## src/rtl/sprite_quad_batcher_unit_macros.svh

```systemverilog
// Assertion helpers for the sprite quad batcher.
`ifndef SPRITE_QUAD_BATCHER_UNIT_MACROS_SVH
`define SPRITE_QUAD_BATCHER_UNIT_MACROS_SVH

`ifndef SYNTHESIS
`define SQB_ASSERT_IMPLIES(label, clk, rst, ante, cons) \
  label: assert property (@(posedge clk) disable iff (rst) (ante) |-> (cons)) \
    else $error("sqb assertion failed");
`define SQB_ASSERT_NEXT(label, clk, ante, cons) \
  label: assert property (@(posedge clk) (ante) |=> (cons)) \
    else $error("sqb assertion failed");
`else
`define SQB_ASSERT_IMPLIES(label, clk, rst, ante, cons)
`define SQB_ASSERT_NEXT(label, clk, ante, cons)
`endif

`endif

```

## src/rtl/sqb_pkg.sv

```systemverilog
package sqb_pkg;

  localparam int SPRITE_CAPACITY_DEF = 1024;
  localparam int SLOT_DEPTH_DEF      = 16;
  localparam int QUEUE_DEPTH         = 2;

  localparam int MAX_SPRITES_W = 11;
  localparam int MAX_SLOTS_W   = 5;
  localparam int CFG_IDX_W     = 1;
  localparam int CFG_DATA_W    = 11;

  localparam logic [CFG_IDX_W-1:0] REG_MAX_SPRITES = 1'b0;
  localparam logic [CFG_IDX_W-1:0] REG_MAX_SLOTS   = 1'b1;

  localparam logic [MAX_SPRITES_W-1:0] MAX_SPRITES_RST = 11'd1024;
  localparam logic [MAX_SLOTS_W-1:0]   MAX_SLOTS_RST   = 5'd16;

  localparam logic CMD_DRAW    = 1'b0;
  localparam logic CMD_END     = 1'b1;
  localparam logic KIND_VERTEX = 1'b0;
  localparam logic KIND_FLUSH  = 1'b1;

  localparam int TEX_W   = 32;
  localparam int POS_W   = 16;
  localparam int COORD_W = 17;
  localparam int SLOT_W  = 4;
  localparam int INDEX_W = 13;
  localparam int BOUND_W = 5;

  localparam int IN_DATA_W  = 96;
  localparam int OUT_DATA_W = 64;

  localparam int SLOT_LSB  = 2 * COORD_W + 2;
  localparam int INDEX_LSB = SLOT_LSB + SLOT_W;
  localparam int BOUND_LSB = INDEX_LSB + INDEX_W;
  localparam int OUT_PAD_W = OUT_DATA_W - (BOUND_LSB + BOUND_W);

  typedef struct packed {
    logic [MAX_SPRITES_W-1:0] max_sprites;
    logic [MAX_SLOTS_W-1:0]   max_slots;
  } cfg_t;

  // one classified command with the quad corners already summed
  typedef struct packed {
    logic                      is_end;
    logic [TEX_W-1:0]          tex;
    logic signed [COORD_W-1:0] x0;
    logic signed [COORD_W-1:0] y0;
    logic signed [COORD_W-1:0] x1;
    logic signed [COORD_W-1:0] y1;
  } job_t;

endpackage

```

## src/rtl/sqb_front.sv

```systemverilog
module sqb_front (
  input  logic                            clk,
  input  logic                            rst,
  input  logic                            s_tvalid,
  output logic                            s_tready,
  input  logic [sqb_pkg::IN_DATA_W-1:0]   s_tdata,
  input  logic                            s_tuser,
  output sqb_pkg::job_t                   job,
  output logic                            job_valid,
  input  logic                            job_ready
);

  logic                              vld;
  logic signed [sqb_pkg::POS_W-1:0]  px, py, pw, ph;
  logic signed [sqb_pkg::COORD_W-1:0] x0, y0;

  assign px = s_tdata[47:32];
  assign py = s_tdata[63:48];
  assign pw = s_tdata[79:64];
  assign ph = s_tdata[95:80];
  assign x0 = sqb_pkg::COORD_W'(px);
  assign y0 = sqb_pkg::COORD_W'(py);

  assign s_tready  = !vld || job_ready;
  assign job_valid = vld;

  always_ff @(posedge clk) begin
    if (rst) begin
      vld <= 1'b0;
    end else if (s_tready) begin
      vld <= s_tvalid;
    end
  end

  always_ff @(posedge clk) begin
    if (s_tready && s_tvalid) begin
      job.is_end <= (s_tuser == sqb_pkg::CMD_END);
      job.tex    <= s_tdata[31:0];
      job.x0     <= x0;
      job.y0     <= y0;
      // 17-bit sums cannot overflow
      job.x1     <= x0 + sqb_pkg::COORD_W'(pw);
      job.y1     <= y0 + sqb_pkg::COORD_W'(ph);
    end
  end

endmodule

```

## src/rtl/sqb_queue.sv

```systemverilog
module sqb_queue #(
  parameter int DEPTH = sqb_pkg::QUEUE_DEPTH
) (
  input  logic          clk,
  input  logic          rst,
  input  sqb_pkg::job_t in_job,
  input  logic          in_valid,
  output logic          in_ready,
  output sqb_pkg::job_t out_job,
  output logic          out_valid,
  input  logic          out_ready
);

  localparam int AW = (DEPTH > 1) ? $clog2(DEPTH) : 1;
  localparam int CW = $clog2(DEPTH + 1);

  sqb_pkg::job_t  mem [DEPTH];
  logic [AW-1:0]  wr_ptr, rd_ptr;
  logic [CW-1:0]  count;
  logic           push, pop;

  assign in_ready  = (count != CW'(DEPTH));
  assign out_valid = (count != '0);
  assign push      = in_valid && in_ready;
  assign pop       = out_valid && out_ready;
  assign out_job   = mem[rd_ptr];

  always_ff @(posedge clk) begin
    if (rst) begin
      wr_ptr <= '0;
      rd_ptr <= '0;
      count  <= '0;
    end else begin
      if (push) begin
        wr_ptr <= (wr_ptr == AW'(DEPTH - 1)) ? '0 : wr_ptr + 1'b1;
      end
      if (pop) begin
        rd_ptr <= (rd_ptr == AW'(DEPTH - 1)) ? '0 : rd_ptr + 1'b1;
      end
      if (push && !pop) begin
        count <= count + 1'b1;
      end else if (pop && !push) begin
        count <= count - 1'b1;
      end
    end
  end

  always_ff @(posedge clk) begin
    if (push) begin
      mem[wr_ptr] <= in_job;
    end
  end

endmodule

```

## src/rtl/sqb_back.sv

```systemverilog
module sqb_back #(
  parameter int SPRITE_CAPACITY = sqb_pkg::SPRITE_CAPACITY_DEF,
  parameter int SLOT_DEPTH      = sqb_pkg::SLOT_DEPTH_DEF
) (
  input  logic                           clk,
  input  logic                           rst,
  input  sqb_pkg::cfg_t                  cfg,
  input  sqb_pkg::job_t                  job,
  input  logic                           job_valid,
  output logic                           job_ready,
  output logic                           m_tvalid,
  input  logic                           m_tready,
  output logic [sqb_pkg::OUT_DATA_W-1:0] m_tdata,
  output logic                           m_tuser,
  output logic                           m_tlast
);

  localparam int SCW = $clog2(SPRITE_CAPACITY + 1);
  localparam int SMW = (SCW > sqb_pkg::MAX_SPRITES_W) ? SCW : sqb_pkg::MAX_SPRITES_W;
  localparam int SNW = $clog2(SLOT_DEPTH + 1);
  localparam int SLW = (SNW > sqb_pkg::MAX_SLOTS_W) ? SNW : sqb_pkg::MAX_SLOTS_W;
  localparam int SIW = (SLOT_DEPTH > 1) ? $clog2(SLOT_DEPTH) : 1;

  localparam logic [2:0] ST_IDLE    = 3'd0;
  localparam logic [2:0] ST_CHECK   = 3'd1;
  localparam logic [2:0] ST_SEARCH  = 3'd2;
  localparam logic [2:0] ST_RESOLVE = 3'd3;
  localparam logic [2:0] ST_EMIT    = 3'd4;

  logic [2:0]                state;
  sqb_pkg::job_t             cur;
  logic [SCW-1:0]            sprite_count;
  logic [SNW-1:0]            slot_count;
  logic [sqb_pkg::TEX_W-1:0] slot_tab [SLOT_DEPTH];
  logic [SLOT_DEPTH-1:0]     hits, hit_now;
  logic [SIW-1:0]            enc, slot_sel;
  logic [1:0]                corner;

  logic [SMW-1:0] ms, lim_s;
  logic [SLW-1:0] mt, lim_t;
  logic           need_flush, load_ok, load;
  logic [sqb_pkg::INDEX_W-1:0] cnt13, idx_now;
  logic           cu, cv;

  logic                              out_kind, out_last, out_u, out_v;
  logic signed [sqb_pkg::COORD_W-1:0] out_x, out_y;
  logic [sqb_pkg::SLOT_W-1:0]        out_slot;
  logic [sqb_pkg::INDEX_W-1:0]       out_idx;
  logic [sqb_pkg::BOUND_W-1:0]       out_bound;

  // clamp limits: zero acts as one, above the storage acts as the storage
  always_comb begin
    ms = SMW'(cfg.max_sprites);
    if (ms == '0) begin
      lim_s = SMW'(1);
    end else if (ms > SMW'(SPRITE_CAPACITY)) begin
      lim_s = SMW'(SPRITE_CAPACITY);
    end else begin
      lim_s = ms;
    end
    mt = SLW'(cfg.max_slots);
    if (mt == '0) begin
      lim_t = SLW'(1);
    end else if (mt > SLW'(SLOT_DEPTH)) begin
      lim_t = SLW'(SLOT_DEPTH);
    end else begin
      lim_t = mt;
    end
  end

  assign need_flush = cur.is_end || (SMW'(sprite_count) >= lim_s) ||
                      (SLW'(slot_count) >= lim_t);
  assign load_ok    = !m_tvalid || m_tready;
  assign load       = load_ok && (((state == ST_CHECK) && need_flush) ||
                                  (state == ST_EMIT));
  assign job_ready  = (state == ST_IDLE);
  assign cnt13      = sqb_pkg::INDEX_W'(sprite_count);
  assign idx_now    = (cnt13 << 2) + (cnt13 << 1);
  assign cu         = corner[0] ^ corner[1];
  assign cv         = corner[1];

  always_comb begin
    for (int i = 0; i < SLOT_DEPTH; i++) begin
      hit_now[i] = (SNW'(i) < slot_count) && (slot_tab[i] == cur.tex);
    end
  end

  // live entries are unique, so at most one hit: an OR encoder suffices
  always_comb begin
    enc = '0;
    for (int i = 0; i < SLOT_DEPTH; i++) begin
      if (hits[i]) begin
        enc = enc | SIW'(i);
      end
    end
  end

  always_ff @(posedge clk) begin
    if (rst) begin
      m_tvalid <= 1'b0;
    end else if (load) begin
      m_tvalid <= 1'b1;
    end else if (m_tready) begin
      m_tvalid <= 1'b0;
    end
  end

  always_ff @(posedge clk) begin
    if (rst) begin
      state        <= ST_IDLE;
      sprite_count <= '0;
      slot_count   <= '0;
      corner       <= '0;
    end else begin
      case (state)
        ST_IDLE: begin
          if (job_valid) begin
            cur   <= job;
            state <= ST_CHECK;
          end
        end
        ST_CHECK: begin
          if (!need_flush) begin
            state <= ST_SEARCH;
          end else if (load_ok) begin
            out_kind     <= sqb_pkg::KIND_FLUSH;
            out_last     <= cur.is_end;
            out_x        <= '0;
            out_y        <= '0;
            out_u        <= 1'b0;
            out_v        <= 1'b0;
            out_slot     <= '0;
            out_idx      <= idx_now;
            out_bound    <= sqb_pkg::BOUND_W'(slot_count);
            sprite_count <= '0;
            slot_count   <= '0;
            state        <= cur.is_end ? ST_IDLE : ST_SEARCH;
          end
        end
        ST_SEARCH: begin
          hits  <= hit_now;
          state <= ST_RESOLVE;
        end
        ST_RESOLVE: begin
          if (|hits) begin
            slot_sel <= enc;
          end else begin
            slot_sel                   <= SIW'(slot_count);
            slot_tab[SIW'(slot_count)] <= cur.tex;
            slot_count                 <= slot_count + 1'b1;
          end
          sprite_count <= sprite_count + 1'b1;
          corner       <= '0;
          state        <= ST_EMIT;
        end
        ST_EMIT: begin
          if (load_ok) begin
            out_kind  <= sqb_pkg::KIND_VERTEX;
            out_last  <= (corner == 2'd3);
            out_x     <= cu ? cur.x1 : cur.x0;
            out_y     <= cv ? cur.y1 : cur.y0;
            out_u     <= cu;
            out_v     <= cv;
            out_slot  <= sqb_pkg::SLOT_W'(slot_sel);
            out_idx   <= '0;
            out_bound <= '0;
            corner    <= corner + 1'b1;
            if (corner == 2'd3) begin
              state <= ST_IDLE;
            end
          end
        end
        default: begin
          state <= ST_IDLE;
        end
      endcase
    end
  end

  assign m_tuser = out_kind;
  assign m_tlast = out_last;
  assign m_tdata = {{sqb_pkg::OUT_PAD_W{1'b0}}, out_bound, out_idx, out_slot,
                    out_v, out_u, out_y, out_x};

endmodule

```

## src/rtl/sprite_quad_batcher_unit.sv

```systemverilog
// Channel  Dir  Fields (tdata low bit up)                                  tuser    tlast
// s_*      in   texture_id, pos_x, pos_y, size_w, size_h                   command  -
// m_*      out  vert_x, vert_y, tex_u, tex_v, slot, index_total,           kind     last
//               slots_bound, zero pad to 64
// cfg_*    in   write port: index 0 max_sprites, index 1 max_slots
//
// A draw word passes the sequencer in steps: fetch, limit check, slot compare,
// slot resolve, four corner words; an end word takes only fetch and limit check.
// The sequencer takes one word at a time. The front register and a 2-entry queue
// keep taking words while the sequencer is busy. Reset (rst, synchronous) clears
// counts and valids; the slot table is not cleared. Output stalls hold the
// sequencer in place.
`include "sprite_quad_batcher_unit_macros.svh"

module sprite_quad_batcher_unit #(
  parameter int SPRITE_CAPACITY = sqb_pkg::SPRITE_CAPACITY_DEF,
  parameter int SLOT_DEPTH      = sqb_pkg::SLOT_DEPTH_DEF
) (
  input  logic                           clk,
  input  logic                           rst,
  input  logic                           s_tvalid,
  output logic                           s_tready,
  // texture_id[31:0], pos_x[47:32], pos_y[63:48], size_w[79:64], size_h[95:80]
  input  logic [sqb_pkg::IN_DATA_W-1:0]  s_tdata,
  // command
  input  logic                           s_tuser,
  output logic                           m_tvalid,
  input  logic                           m_tready,
  // vert_x[16:0], vert_y[33:17], tex_u[34], tex_v[35], slot[39:36],
  // index_total[52:40], slots_bound[57:53], zero[63:58]
  output logic [sqb_pkg::OUT_DATA_W-1:0] m_tdata,
  // kind
  output logic                           m_tuser,
  output logic                           m_tlast,
  input  logic                           cfg_we,
  input  logic [sqb_pkg::CFG_IDX_W-1:0]  cfg_index,
  input  logic [sqb_pkg::CFG_DATA_W-1:0] cfg_data
);

  sqb_pkg::cfg_t cfg;
  sqb_pkg::job_t front_job, queue_job;
  logic          front_valid, front_ready, queue_valid, queue_ready;

  always_ff @(posedge clk) begin
    if (rst) begin
      cfg.max_sprites <= sqb_pkg::MAX_SPRITES_RST;
      cfg.max_slots   <= sqb_pkg::MAX_SLOTS_RST;
    end else if (cfg_we) begin
      case (cfg_index)
        sqb_pkg::REG_MAX_SPRITES: cfg.max_sprites <= cfg_data[sqb_pkg::MAX_SPRITES_W-1:0];
        sqb_pkg::REG_MAX_SLOTS:   cfg.max_slots   <= cfg_data[sqb_pkg::MAX_SLOTS_W-1:0];
        default: begin
        end
      endcase
    end
  end

  sqb_front u_front (
    .clk       (clk),
    .rst       (rst),
    .s_tvalid  (s_tvalid),
    .s_tready  (s_tready),
    .s_tdata   (s_tdata),
    .s_tuser   (s_tuser),
    .job       (front_job),
    .job_valid (front_valid),
    .job_ready (front_ready)
  );

  sqb_queue #(
    .DEPTH (sqb_pkg::QUEUE_DEPTH)
  ) u_queue (
    .clk       (clk),
    .rst       (rst),
    .in_job    (front_job),
    .in_valid  (front_valid),
    .in_ready  (front_ready),
    .out_job   (queue_job),
    .out_valid (queue_valid),
    .out_ready (queue_ready)
  );

  sqb_back #(
    .SPRITE_CAPACITY (SPRITE_CAPACITY),
    .SLOT_DEPTH      (SLOT_DEPTH)
  ) u_back (
    .clk       (clk),
    .rst       (rst),
    .cfg       (cfg),
    .job       (queue_job),
    .job_valid (queue_valid),
    .job_ready (queue_ready),
    .m_tvalid  (m_tvalid),
    .m_tready  (m_tready),
    .m_tdata   (m_tdata),
    .m_tuser   (m_tuser),
    .m_tlast   (m_tlast)
  );

  logic [sqb_pkg::SLOT_W-1:0]  mon_slot;
  logic [sqb_pkg::INDEX_W-1:0] mon_idx;
  logic [sqb_pkg::BOUND_W-1:0] mon_bound;

  assign mon_slot  = m_tdata[sqb_pkg::SLOT_LSB +: sqb_pkg::SLOT_W];
  assign mon_idx   = m_tdata[sqb_pkg::INDEX_LSB +: sqb_pkg::INDEX_W];
  assign mon_bound = m_tdata[sqb_pkg::BOUND_LSB +: sqb_pkg::BOUND_W];

  `SQB_ASSERT_IMPLIES(a_vertex_no_counts, clk, rst,
    m_tvalid && m_tuser == sqb_pkg::KIND_VERTEX, mon_idx == '0 && mon_bound == '0)
  `SQB_ASSERT_IMPLIES(a_marker_shape, clk, rst,
    m_tvalid && m_tuser == sqb_pkg::KIND_FLUSH,
    mon_slot == '0 && 32'(mon_bound) <= SLOT_DEPTH)
  `SQB_ASSERT_NEXT(a_reset_idle, clk, rst, !m_tvalid && s_tready)

endmodule
```

## config.mk

```make
export PLATFORM = sky130hd
export DESIGN_NAME = sprite_quad_batcher_unit
export DESIGN_NICKNAME = d
export VERILOG_FILES = /design/src/rtl/sqb_pkg.sv /design/src/rtl/sqb_front.sv /design/src/rtl/sqb_queue.sv /design/src/rtl/sqb_back.sv /design/src/rtl/sprite_quad_batcher_unit.sv
export VERILOG_INCLUDE_DIRS = /design/src /design/src/rtl
export SDC_FILE = /design/constraint.sdc
export NUM_CORES = 1
export LEC_CHECK = 0
export BUFFER_PORTS_ARGS = -buffer_cell sky130_fd_sc_hd__clkbuf_2
export CAP_MARGIN = 20
export CORE_ASPECT_RATIO = 1.1
export CORE_MARGIN = 2
export CORE_UTILIZATION = 23
export CTS_CLUSTER_SIZE = 28
export DETAILED_ROUTE_END_ITERATION = 10
export GPL_ROUTABILITY_DRIVEN = 0
export SLEW_MARGIN = 20
export SYNTH_ARGS = -nofsm -noshare
export SYNTH_HDL_FRONTEND = slang
export SYNTH_SLANG_ARGS = --single-unit
```

## constraint.sdc

```tcl
create_clock -name clk -period 12.55 [get_ports clk]
set_input_delay 3.1375 -clock clk [delete_from_list [all_inputs] [get_ports clk]]
set_output_delay 3.1375 -clock clk [all_outputs]
set_load 0.05 [all_outputs]
```

==> results of run 1 <==
[path summary, 6_finish.rpt]
path                            cells after the start                  from                 to
worst max register to register                      9  u_back.slot_count[0]   u_back.out_x[10]
worst max-delay path                                2      u_queue.count[0]           s_tready
worst min register to register                      0        u_front.job[2]  u_queue.mem[1][2]
worst min-delay path                                0        u_front.job[2]  u_queue.mem[1][2]
[registers in the layout, summed over array words and instances, names as in the netlist, 16 cells and up]
name,cells
u_back.hits,16
cfg,16
u_front.job,99
u_back.out_y,17
u_back.slot_tab,512
u_back.cur,99
u_back.out_x,17
u_queue.mem,198
[per-stage QoR]
stage          hold slack (ns)  power (mW)  utilization (%)  setup WS, ns  area [um2]
3_3_place_gp             0.422        5.64             25.4          6.98       46000
5_1_grt                  0.412        8.81             27.1          7.34       49200
3_5_place_dp             0.431        5.66             25.4          6.92       46000
4_1_cts                  0.397        8.59             27.1          7.34       49200
6_report                 0.399        8.49             27.1          7.41       49200
2_1_floorplan            0.421        5.19                -          4.13       42000
[layout make-up]
cell class                 instances  area share, %
sequential                      1030           62.0
multi-input combinational       1424           22.2
tap                             2407           6.12
clock buffer                     110           4.95
timing repair buffer             252           2.96
clock inverter                    64           1.51
inverter                          35          0.267
antenna                            2         0.0102
[per-layer routing]
metal / wire length, um / track usage (%)
met5: 14 / 0
met4: 2120 / 3.08
met3: 4320 / 1.72
met2: 50300 / 18.4
met1: 41500 / 12.8
[logic make-up (layout without fill, tap and decap cells)]
group | count (synthesis) | in the layout | synth area share, %
XOR/XNOR | 550 | 550 | 11.5
other | 1 | 9 | 0.00893
multiplexers | 131 | 131 | 3.42
AND/OR/NAND/NOR | 492 | 492 | 6.00
buffers and inverters | 148 | 461 | 1.60
AO/OA/AOI/OAI | 177 | 177 | 2.80
adder cells (fa/ha/maj) | 67 | 67 | 2.05
flip-flops | 1030 | 1030 | 72.6
[power by group through the flow]
| stage | sequential [mW] | clock [mW] | combinational (mW) |
|---|---|---|---|
| final | 4.23 | 2.92 | 1.33 |
| after detailed placement | 4.30 | 0 | 1.36 |
| after CTS | 4.23 | 2.99 | 1.36 |
| after global placement | 4.30 | 0 | 1.34 |
| after floorplan | 4.39 | 0 | 0.801 |
| after global routing | 4.25 | 3.12 | 1.45 |
[cell usage after synthesis (5+ instances only)]
master                        n  area share [%]
sky130_fd_sc_hd__buf_1       13            0.12
sky130_fd_sc_hd__nand4_1     69             1.0
sky130_fd_sc_hd__dfxtp_1     43             2.1
sky130_fd_sc_hd__a211oi_1    10            0.18
sky130_fd_sc_hd__clkbuf_1    57            0.51
sky130_fd_sc_hd__o31ai_1      6            0.11
sky130_fd_sc_hd__nand2_1     87            0.78
sky130_fd_sc_hd__nand3_1     38            0.45
sky130_fd_sc_hd__a21oi_1     58            0.69
sky130_fd_sc_hd__and2_1       6           0.089
sky130_fd_sc_hd__buf_4       10            0.18
sky130_fd_sc_hd__nor2_1     122             1.1
sky130_fd_sc_hd__mux2i_1     31            0.74
sky130_fd_sc_hd__or3_1        6           0.089
sky130_fd_sc_hd__nand2b_1    13            0.19
sky130_fd_sc_hd__and3_1      11            0.16
sky130_fd_sc_hd__o211ai_1     8            0.14
sky130_fd_sc_hd__xnor2_1    260             5.4
sky130_fd_sc_hd__edfxtp_1   987              71
sky130_fd_sc_hd__o21ai_1      5           0.060
sky130_fd_sc_hd__o21ai_0     17            0.20
sky130_fd_sc_hd__inv_1       35            0.31
sky130_fd_sc_hd__buf_2       27            0.32
sky130_fd_sc_hd__a31oi_1     11            0.16
sky130_fd_sc_hd__nor4_1      85             1.3
sky130_fd_sc_hd__xor2_1     290             6.0
sky130_fd_sc_hd__nor3_1      29            0.35
sky130_fd_sc_hd__mux2_2     100             2.7
sky130_fd_sc_hd__a21o_1      10            0.18
sky130_fd_sc_hd__and4_1       5            0.10
sky130_fd_sc_hd__a2111oi_0   11            0.23
sky130_fd_sc_hd__o21a_1      12            0.21
sky130_fd_sc_hd__ha_1        64             1.9
sky130_fd_sc_hd__buf_6        6            0.16
sky130_fd_sc_hd__nor2b_1      7            0.10
[critical path: stages (launching register included)]
cell and delay [ns]:
sky130_fd_sc_hd__dfxtp_1 0.45, sky130_fd_sc_hd__nand3b_1 0.45, sky130_fd_sc_hd__clkbuf_2 0.37
==> impl_metrics.toml, run 1 <==
[synth]
number_of_enable_flip_flop_cells_after_synthesis = 987
synth_area_um2 = 42000
mean_area_per_synthesized_cell_um2 = 16.2
yosys_register_bits = 1030
synth-seq-area-share_pct = 72.6
synth_warnings = 0
cells_after_synthesis = 2596
synth_ff_type = "sky130_fd_sc_hd__edfxtp_1"
synth.distinct_cells = 65
postSynth.asyncResetShare_pct = 0

[clocking]
cts.root.buffer_cell = "sky130_fd_sc_hd__clkbuf_16"
tritoncts.num_buffers = 95
cts.sink_count = 1030
buffers_from_clock_root_to_sink_at_most = 3
htreeDepth = 3
cts_hold_fix_bufs = 0
clkLatencyLatePin_ns = 0.75
post-cts-setup-buffer-count = 0
cts_tree = "built"
cts.repair.resized = 0
worst_setup_hold_path_clk_slew_ns = 0.06

[power_and_ir_drop]
power.internal_mw = 6.18
swShare_pct = 27.2
clock_power_share_pct = 34.4
power.share.combinational_pct = 15.7
leakagePower_nw = 15.9
pwr-share-seq_pct = 49.8
max-vdd-ir-drop_v = 0.000108
pwr_density_cell_nw_per_um2 = 172
switchingPower_mw = 2.31

[cells_and_area]
layout-drive-gt1-share_pct = 18.1
multi_input_area_um2 = 10900
top_library_cells_by_usage_in_the_layout_fill_and_taps_aside = "sky130_fd_sc_hd__edfxtp_1, sky130_fd_sc_hd__xor2_1, sky130_fd_sc_hd__xnor2_1, sky130_fd_sc_hd__clkbuf_2, sky130_fd_sc_hd__nor2_1"
design.final.nets = 3019
layout.cells.non_filler = 5324
filler_cell_count = 18300
area.sequential_um2 = 30500
commonest_non_fill_non_tap_cell_in_the_layout = "sky130_fd_sc_hd__edfxtp_1"
areaGrowthSynthToFinish_pct = 17.2

[timing]
finalCritPeriodShare_pct = 40.9
timing_max_transition_violations_final = 0
final.setup.tns_ns = 0
timing.fmax_mhz = 195
finalSetupViolCount = 0
relSlewSlack_pct = 34.8
worstMarginPinSlew_ns = 0.979
rsz0062_at_grt = "false"
finalWorstPathRequiredPeriod_ns = 5.14
finalHoldViolCount = 0
worst_clock_skew_ns = 0.0884

[grt]
grt_overflow = 0
grt_max_degree = 61
grt_pass1_vias = 22000
antenna_found_initial = 4
grt_first_pass_wirelength_um = 145000
groute.usage.overall_pct = 10.4

[detailed_routing]
detailedRoute.firstPassIterationCount = 5
detail_route.wl_per_cell_um = 18.5
vias_per_cell = 4.09
wl_um = 98300
drt.antenna.violating_nets = 0
drt_drc = 0
num_vias = 21800
dr.first_iter.drc_count = 1603

[floorplan]
die_w_um = 411
die-area_um2 = 186000
placement_rows = 164
floorplan.initialDensity_pct = 23.1
die-height_um = 452
pin_count = 182
core_area_um2 = 181000

[flow_run]
cap_violations = 0

[run_status]
run_status = "completed"

[worst_hold_path]
min-delay-path-class = "reg -> reg"

[worst_setup_path]
worstPathRequired_ns = 9.41
timing.setup.critical_path_class = "reg -> out"
critical_path.startpoint_type = "flop"
worstSetupEndpointType = "primary output"
ff2ff_setup_slack_ns = 8.79
critPathMaxFanout = 6
cp.arrival_ns = 2.00

[place]
detailed_place_hpwl_um = 60900
place.detailed.instances = 5148
place.port_buffers = 174
(Power assumes the default switching activity.)
==> run 2: changes to the inputs <==
clock period = 4.15 ns   (was 12.55 ns; I/O delays follow)
==> run 2 against run 1 <==
  * Sequential power grew to 3.1 times the previous value
  * Die area is the same
  * Routed wire length rose by 1.5%
  * Cell area grew 0.60%
==> impl_metrics.toml, run 2 (synthesis gave the netlist of run 1 again) <==
[clocking]
cts_hold_fix_bufs = 0
post-cts-setup-buffer-count = 0
cts.root.buffer_cell = "sky130_fd_sc_hd__clkbuf_16"
htreeDepth = 3
buffers_from_clock_root_to_sink_at_most = 3
cts_tree = "built"
worst_setup_hold_path_clk_slew_ns = 0.07
cts.sink_count = 1030
cts.repair.resized = 0
clkLatencyLatePin_ns = 0.71
tritoncts.num_buffers = 97

[power_and_ir_drop]
max-vdd-ir-drop_v = 0.000298
leakagePower_nw = 16.1
fin_total_pwr_mw = 25.8
pwr_density_cell_nw_per_um2 = 520

[timing]
worstMarginPinSlew_ns = 1.16
finalHoldViolCount = 0
timing_max_transition_violations_final = 0
finalCritPeriodShare_pct = 73.7
timing.fmax_mhz = 327
finalSetupViolCount = 0
worst_clock_skew_ns = 0.0452
relSlewSlack_pct = 21.8
rsz0062_at_grt = "false"
finalWorstPathRequiredPeriod_ns = 3.06
final.setup.tns_ns = 0

[cells_and_area]
top_library_cells_by_usage_in_the_layout_fill_and_taps_aside = "sky130_fd_sc_hd__edfxtp_1, sky130_fd_sc_hd__xor2_1, sky130_fd_sc_hd__xnor2_1, sky130_fd_sc_hd__clkbuf_2, sky130_fd_sc_hd__nor2_1"
design.final.nets = 3054
most_flop_heavy_register = "u_back.slot_tab"
multi_input_area_um2 = 10900
area.sequential_um2 = 30500
biggestRegsByFlops = "u_back.slot_tab: 512 flops, u_queue.mem: 198 flops"
areaGrowthSynthToFinish_pct = 17.9
largest_register_ff_count = 512
post-route-util_pct = 27.3
commonest_non_fill_non_tap_cell_in_the_layout = "sky130_fd_sc_hd__edfxtp_1"
filler_cell_count = 18300
layout-drive-gt1-share_pct = 18.9

[run_status]
run_status = "completed"

[grt]
grt_overflow = 0
grt_first_pass_wirelength_um = 146000
gr-usage-met3_pct = 1.81
grt_busiest_layer = "met2"
globalRouteMet1Util_pct = 12.8
grt_pass1_vias = 22300
met2_demand_to_capacity_share_in_global_routing_pct = 18.5
grt_max_degree = 60
antenna_found_initial = 2
groute.usage.overall_pct = 10.5

[floorplan]
core_area_um2 = 181000
floorplan.initialDensity_pct = 23.1
die-area_um2 = 186000
die-height_um = 452
die_w_um = 411
pin_count = 182
placement_rows = 164

[detailed_routing]
dr.first_iter.drc_count = 1675
drt_drc = 0
wl_um = 99800
vias_per_cell = 4.11
num_vias = 22000
drt.antenna.violating_nets = 0
detail_route.wl_per_cell_um = 18.6
detailedRoute.firstPassIterationCount = 5

[worst_setup_path]
timing.critical_path.slowest_cell_delay_ns = 0.88
critical_path.n_buffers_inverters = 1
cpLargestDelayFamily = "simple AND/OR/NAND/NOR gates"
cp.arrival_ns = 3.43
worstSetupEndpointType = "flop"
worstPathRequired_ns = 4.53
crit_path_top_delay_cell = "sky130_fd_sc_hd__nor4_1"
critical_path.startpoint_type = "flop"
crit_chain = "buf_4 -> xnor2_1 -> nand4_1 -> nor4_1 -> nand4_1 -> nor4_1"
timing.setup.critical_path_class = "reg -> reg"
critPathMaxFanout = 27

[worst_hold_path]
min-delay-path-class = "reg -> reg"

[place]
detailed_place_hpwl_um = 65800
place.port_buffers = 174

[flow_run]
cap_violations = 0
-- run 2: cell count changes in the layout (fill, tap and decap cells not counted), moves of 2 or more --
cell	before	now
sky130_fd_sc_hd__buf_12	0	8
sky130_fd_sc_hd__clkbuf_16	95	97
sky130_fd_sc_hd__clkinv_1	16	18
sky130_fd_sc_hd__clkinvlp_4	6	3
sky130_fd_sc_hd__inv_6	0	3
sky130_fd_sc_hd__clkinv_16	7	4
sky130_fd_sc_hd__buf_4	78	102
-- run 2: cell type report --
type	count	area share [%]
Sequential cell	1030	61.6
Inverter	35	0.265
Clock inverter	63	1.30
Clock buffer	113	5.02
Tap cell	2407	6.08
Timing Repair Buffer	285	3.66
Multi-Input combinational cell	1424	22.0
Antenna cell	1	0.00506
-- run 2: routing by layer --
metal	wire, um	vias up	share of wire [%]
met1	41400	11200	42
met4	3100	0	3.1
met5	0	-	0
li1	-	10200	-
met3	4480	151	4.5
met2	50800	498	51
-- run 2: metrics by stage --
| step | hold WS (ns) | area [um2] | instances | setup slack, ns |
|---|---|---|---|---|
| final | 0.430 | 49500 | 5358 | 1.09 |
| after global routing | 0.440 | 49500 | 5358 | 0.888 |
| after CTS | 0.432 | 49500 | 5357 | 1.07 |
| after detailed placement | 0.430 | 46400 | 5181 | 0.744 |
| after global placement | 0.422 | 46400 | 5180 | 0.663 |
| after floorplan | 0.421 | 42000 | 2602 | 0.248 |
-- run 2: final timing paths --
kind | start | endpoint | slack, ns | depth (start not counted)
hold reg to reg | u_front.job[10] | u_queue.mem[1][10] | 0.43 | 0
setup reg to reg | u_back.cur[77] | u_back.hits[1] | 1.09 | 6
hold / removal | u_front.job[10] | u_queue.mem[1][10] | 0.43 | 0
setup / recovery | u_back.cur[77] | u_back.hits[1] | 1.09 | 6
-- run 2: power breakdown --
part	switching, mW	internal (mW)	leakage (nW)
Combinational	2.52	1.46	5.15
Clock	3.93	4.84	1.53
Sequential	0.520	12.5	9.38
-- run 2: worst register-to-register path: cells and delay by family (launching register included) --
family        cells  cell delay (ns)
simple gates      4             1.49
buf+inv           1             0.54
flops             1             0.52
xor+xnor          1             0.22
